[src/rtl/rna_pkg.sv]
`timescale 1ns / 1ps
// ----------------------------------------------------------------------------
// Rational ALU package
// Shared payload types, action codes, status codes and the command/status
// structs between the controller and the datapath.
// ----------------------------------------------------------------------------
package rna_pkg;

  typedef enum logic [2:0] {
    ACT_ADD = 3'd0,
    ACT_SUB = 3'd1,
    ACT_MUL = 3'd2,
    ACT_DIV = 3'd3,
    ACT_NEG = 3'd4,
    ACT_CMP = 3'd5
  } action_t;

  localparam logic [1:0] ST_OK   = 2'd0;
  localparam logic [1:0] ST_ZERO = 2'd1;
  localparam logic [1:0] ST_OVF  = 2'd2;

  typedef struct packed {
    logic [2:0]         action;
    logic signed [31:0] a_num;
    logic signed [31:0] a_den;
    logic signed [31:0] b_num;
    logic signed [31:0] b_den;
  } in_item_t;

  typedef struct packed {
    logic signed [63:0] res_num;
    logic [62:0]        res_den;
    logic               less;
    logic               equal;
    logic               greater;
    logic [1:0]         status;
  } out_item_t;

  // controller -> datapath
  typedef struct packed {
    logic load;      // capture operands, check errors
    logic mul1;      // first product pair
    logic mul2;      // second product pair, form num/den
    logic gcd_init;  // start gcd
    logic gcd_step;  // one binary gcd step
    logic div_init;  // start division by gcd
    logic div_step;  // one restoring division step
    logic finish;    // form the result item
  } dp_cmd_t;

  // datapath -> controller
  typedef struct packed {
    logic err;       // result decided at load
    logic is_cmp;
    logic gcd_done;
    logic div_done;
  } dp_sts_t;

endpackage

[src/rtl/rna_ctrl.sv]
`timescale 1ns / 1ps
// ----------------------------------------------------------------------------
// Rational ALU controller
// Sequences load, products, gcd, division and result strobe.
// ----------------------------------------------------------------------------
module rna_ctrl (
  input  logic               clk,
  input  logic               rst_n,
  input  logic               start,
  output logic               busy,
  output logic               out_valid,
  input  rna_pkg::dp_sts_t   sts,
  output rna_pkg::dp_cmd_t   cmd
);

  typedef enum logic [7:0] {
    S_IDLE = 8'b0000_0001,
    S_MUL1 = 8'b0000_0010,
    S_MUL2 = 8'b0000_0100,
    S_GINI = 8'b0000_1000,
    S_GCD  = 8'b0001_0000,
    S_DIV  = 8'b0010_0000,
    S_FIN  = 8'b0100_0000,
    S_OUT  = 8'b1000_0000
  } state_t;

  state_t state_r, state_nxt;

  always_comb begin
    state_nxt = state_r;
    cmd = '0;
    unique case (state_r)
      S_IDLE: begin
        cmd.load = start;
        if (start) state_nxt = S_MUL1;
      end
      S_MUL1: begin
        cmd.mul1 = 1'b1;
        state_nxt = S_MUL2;
      end
      S_MUL2: begin
        cmd.mul2 = 1'b1;
        state_nxt = (sts.err || sts.is_cmp) ? S_FIN : S_GINI;
      end
      S_GINI: begin
        cmd.gcd_init = 1'b1;
        state_nxt = S_GCD;
      end
      S_GCD: begin
        cmd.gcd_step = 1'b1;
        if (sts.gcd_done) begin
          cmd.div_init = 1'b1;
          state_nxt = S_DIV;
        end
      end
      S_DIV: begin
        cmd.div_step = 1'b1;
        if (sts.div_done) state_nxt = S_FIN;
      end
      S_FIN: begin
        cmd.finish = 1'b1;
        state_nxt = S_OUT;
      end
      S_OUT: state_nxt = S_IDLE;
      default: state_nxt = S_IDLE;
    endcase
  end

  always_ff @(posedge clk) begin
    if (!rst_n) state_r <= S_IDLE;
    else        state_r <= state_nxt;
  end

  assign busy      = (state_r != S_IDLE);
  assign out_valid = (state_r == S_OUT);

  a_onehot: assert property (@(posedge clk) disable iff (!rst_n)
    $onehot(state_r)) else $error("state not one-hot");
  a_strobe: assert property (@(posedge clk) disable iff (!rst_n)
    out_valid |=> !out_valid) else $error("strobe longer than one cycle");

endmodule
[config.mk]
export PLATFORM = sky130hd
export DESIGN_NAME = rna_ctrl
export DESIGN_NICKNAME = d
export VERILOG_FILES = /design/src/rtl/rna_pkg.sv /design/src/rtl/rna_ctrl.sv
export SDC_FILE = /design/constraint.sdc
export NUM_CORES = 1
export LEC_CHECK = 0
export ABC_CLOCK_PERIOD_IN_PS = 2090
export BUFFER_PORTS_ARGS = -buffer_cell sky130_fd_sc_hd__clkbuf_2
export CORE_AREA = 2 2 39 41
export DETAILED_ROUTE_END_ITERATION = 8
export DIE_AREA = 0 0 41 43
export SYNTH_ARGS = -nofsm -noshare
export SYNTH_HDL_FRONTEND = slang
export SYNTH_SLANG_ARGS = --single-unit
[constraint.sdc]
create_clock -name clk -period 2.09 [get_ports clk]
set_clock_uncertainty 0.2 [all_clocks]
set_input_delay 0 -clock clk [delete_from_list [all_inputs] [get_ports clk]]
set_output_delay 0 -clock clk [all_outputs]
set_load 0.05 [all_outputs]
Word level (Yosys, flattened, before mapping)
Index checks and enable logic that the tools add are counted.
{"block": "totals", "reg_bits": 8, "inputBits": 7}
{"block": "classes", "eq_ne": 12, "muxes": 13, "n_reduce_logical": 2}
{"op": "case mux 8 bit (7 select lines)", "n": 1}
{"op": "two-way mux 8 bit", "n": 3}
{"op": "equality test 8 x 1 -> 1 bit, second input constant", "n": 1}
{"op": "equality test 8 x 2 -> 1 bit, second input constant", "n": 1}
{"op": "equality test 8 x 3 -> 1 bit, second input constant", "n": 1}
{"op": "equality test 8 x 4 -> 1 bit, second input constant", "n": 1}
{"op": "equality test 8 x 5 -> 1 bit, second input constant", "n": 1}
{"op": "equality test 8 x 6 -> 1 bit, second input constant", "n": 1}
{"op": "equality test 8 x 7 -> 1 bit, second input constant", "n": 1}
{"op": "equality test 8 bit, second input constant", "n": 1}
{"op": "inequality test 8 x 1 -> 1 bit, second input constant", "n": 1}
{"op": "two-way mux 1 bit", "n": 7}
{"op": "two-way mux 7 bit", "n": 1}
{"op": "inequality test 2 bit, second input constant", "n": 3}
{"op": "AND reduction 3 bit", "n": 1}
{"op": "two-way mux 2 bit", "n": 1}
{"op": "logical OR 1 bit", "n": 1}

Longest topological paths before layout
{"block": "logic_depth", "depth_word": 3, "depth_mapped": 4, "mapped_depth_nobuf": 4}

Least setup slack after synthesis
OpenSTA, ideal clock, no wires.
{"block": "synth_path", "kind": "flip-flop to flip-flop", "start": "reg state_r[4]", "end": "reg state_r[1]", "arrival_ns": 2.235, "path_slack_ns": -0.408, "path_stages_with_launch": 5, "synth_period_minus_slack_ns": 2.498, "path_cell_list": "dfxtp_1 > nor4_4 > nand3_1 > nor2_1 > and2_1"}
{"block": "synth_between", "elab_chain_cells": 3}
{"item": "start, declared", "line": "rna_ctrl.sv:27", "source": "state_t state_r, state_nxt;"}
{"item": "start signal, assigned", "line": "rna_ctrl.sv:71", "source": "else state_r <= state_nxt;"}
{"item": "equality test 8 x 5 -> 1 bit (tied with other cells)", "line": "rna_ctrl.sv:32", "source": "unique case (state_r)"}
{"item": "inequality test 2 bit (no source line)"}
{"item": "AND reduction 3 bit (no source line)"}
Several ways; a longest one is shown, not always the timed one.
A chain may end at the register's enable or synchronous reset.

Worst setup path after layout
Same ends and word-level chain as after synthesis.

==> summary.txt <==
Outcome
  • Run status: complete, no violations

GRT
  • Gr ovfl total: 0
  • First-pass GRT wire length: 1690 microns
  • Initial antenna violation count: 0
  • Vias in the first global route: 451
  • Pin count of the biggest net entering global routing: 8
  • Total GRT Usage: 0.149

Layout
  • # nets final: 85
  • Number of flip-flops in the largest register: 8
  • Most common cell after layout, fill and taps aside: clkbuf_2
  • Top reg by flops: state_r
  • Most frequent cells in the layout: clkbuf_2 (16), nor2_1 (8), dfxtp_1 (8), dlygate4sd3_1 (6)
  • Layout cells sized above 1: 0.368
  • Layout area overhead: 41.3%
  • Antenna Cells: 0
  • Biggest regs: state_r x8

Critical path
  • Worst Setup Start Kind: register
  • Worst reg2reg path startpoint: state_r[4]$_SDFFE_PN0P_
  • Crit path max fanout: 7
  • R2r worst-path depth: 5
  • Crit. End Element: register
  • R2R Path End: state_r[1]$_SDFFE_PN0P_
  • Req. time, crit path: 2.09 ns
  • CP Class: register to register
  • Worst EP arrival: 1.99 ns
  • Flop-to-flop setup slack: 0.11 ns

CTS
  • Clock-pin slew on the worst setup and hold paths: 0.06 ns
  • CTS Root Cell: clkbuf_4
  • Num CTS Buffers: 3
  • Clock latency on the worst-skew pair: 0.26 ns
  • Post_cts resized: 0
  • Post-CTS Setup Bufs: 0
  • CTS Buffer Depth: 2
  • Cts-stage hold buffer count: 6
  • Sink Count: 8
  • H-tree depth: 1
  • CTS tree: done

Detailed routing
  • Antenna-violating nets left: 0
  • DRC: 0
  • First DRT Iteration DRCs: 12
  • Routed WL per cell: 11.9 microns
  • Vias per cell: 5.15
  • WL final: 1100 microns
  • TritonRoute pass-1 iters: 4
  • Routed vias: 474

Hold path
  • Worst-case hold path end point: state_r[4]$_SDFFE_PN0P_
  • Hold depth: 5
  • Worst min path class: input port to register
  • Beginning of the worst hold path: start

STA
  • Period minus WS final: 1.98 ns
  • Max Freq: 0.505 GHz
  • RSZ-0062 raised after global routing: false
  • Crit share post-route: 0.948
  • Final Max Tran Viols: 0
  • Worst setup margin: 0.109 ns
  • Setup TNS: 0 ns
  • Fin. Hold Viols: 0
  • Rel. slew slack: 0.760
  • Final setup fails: 0
  • Pin slew with the least headroom to its limit: 0.359 ns

Placed design
  • Hpwl dp: 838 microns
  • DP Worst Slack: 0.356 ns
  • Routability cong.: 0.771
  • Port Buffers: 16

Logic synthesis
  • Cell Area, Synth: 473 sq um
  • Synth Net Count: 58
  • Sequential-to-total area share from yosys stat: 0.339
  • Ys Warns: 0
  • Syn Inst Count: 51
  • Yosys cell types: 26
  • #FFs+latches synth: 8
  • Syn Area/Cell: 9.27 sq um

Run
  • Maxcap violations: 0

Floorplanning
  • Initial Utilization: 0.342
  • FP Rows: 14
  • Die height: 43 microns
  • Die width: 41 microns
  • Io pins: 17
  • Die area: 1760 sq um
  • Core Area: 1380 sq um

Power and ir drop
  • Tot Pwr: 388 uW
  • Leak: 0.000324 uW
  • Max VDD drop: 0.256 mV
  • Pwr per Cell Area: 581 nW/um^2
[cell usage after synthesis, drive strengths merged]
| cell type | count | area share |
|---|---|---|
| nand3 | 2 | 0.021 |
| and4b | 4 | 0.10 |
| a21oi | 1 | 0.011 |
| nor4 | 2 | 0.090 |
| nand2 | 1 | 0.0079 |
| nor3b | 3 | 0.058 |
| xnor2 | 1 | 0.019 |
| a21boi | 1 | 0.016 |
| o21a | 1 | 0.016 |
| and2 | 3 | 0.045 |
| dfxtp | 8 | 0.34 |
| o211ai | 1 | 0.016 |
| nor2 | 9 | 0.071 |
| inv | 3 | 0.024 |
| a21bo | 1 | 0.021 |
| nand2b | 1 | 0.013 |
| o41ai | 1 | 0.019 |
| and3 | 2 | 0.026 |
| or2 | 1 | 0.013 |
| o21ai | 1 | 0.011 |
| nand4b | 2 | 0.037 |
| nor2b | 1 | 0.013 |
| nand4 | 1 | 0.013 |
[layer usage]
metal  GRT usage  vias to the layer above  wire (microns)
li1            -                      236               -
met1       0.153                      219             506
met2       0.231                       14             501
met3      0.0471                        5              48
met4       0.120                        0              39
met5           0                        -               0
[report_power, final]
group / leakage, uW / internal, uW / switching (uW) / total, uW
registers: 0.0000649 / 158 / 9.53 / 167
logic: 0.000246 / 39.1 / 57.4 / 96.5
clock network: 0.0000138 / 66.1 / 58.6 / 125
[cells by family after synthesis]
logic type,Yosys count,synth area share
xor gates and xnor gates,1,0.0185
and+or+nand+nor,32,0.511
DFF,8,0.339
buffers and inverters,3,0.0238
AOI/OAI and AO/OA,7,0.108
[final cells by class]
class | instances | area [sq um]
tap | 16 | 20.0
fill | 137 | 716
multi-input combinational | 40 | 314
inverter | 3 | 11.3
sequential | 8 | 160
timing repair buffer | 22 | 140
clock buffer | 3 | 22.5
[stage by stage]
| step | area (sq um) | hold slack, ns | utilization | cells |
|---|---|---|---|---|
| after floorplan | 485 | -0.0783 | - | 51 |
| after global placement | 586 | 0.0962 | 0.423 | 83 |
| after detailed placement | 586 | 0.0921 | 0.423 | 83 |
| after CTS | 668 | 0.0274 | 0.483 | 92 |
| after global routing | 668 | 0.0505 | 0.483 | 92 |
| final | 668 | 0.0276 | 0.483 | 92 |
[how the worst max path moves through the flow]
| stage | slack [ns] | startpoint | end | depth (start not counted) |
|---|---|---|---|---|
| 2_1_floorplan | 0.04 | state_r[4]$_SDFFE_PN0P_ | state_r[2]$_SDFFE_PN0P_ | 4 |
| 3_3_place_gp | 0.34 | state_r[4]$_SDFFE_PN0P_ | state_r[2]$_SDFFE_PN0P_ | 4 |
| 3_5_place_dp | 0.36 | state_r[4]$_SDFFE_PN0P_ | state_r[2]$_SDFFE_PN0P_ | 4 |
| 4_1_cts | 0.1 | state_r[4]$_SDFFE_PN0P_ | state_r[1]$_SDFFE_PN0P_ | 5 |
| 5_1_grt | 0.009 | state_r[4]$_SDFFE_PN0P_ | state_r[1]$_SDFFE_PN0P_ | 5 |
| 6_report | 0.11 | state_r[4]$_SDFFE_PN0P_ | state_r[1]$_SDFFE_PN0P_ | 5 |
[worst max-delay path: stages (launching register included)]
cell and delay, ns:
dfxtp_1 0.38, nor4_4 0.42, nand3_2 0.16, nor2_4 0.11
and2_1 0.12, dlygate4sd3_1 0.53
Power figures use the tool's default switching activity.
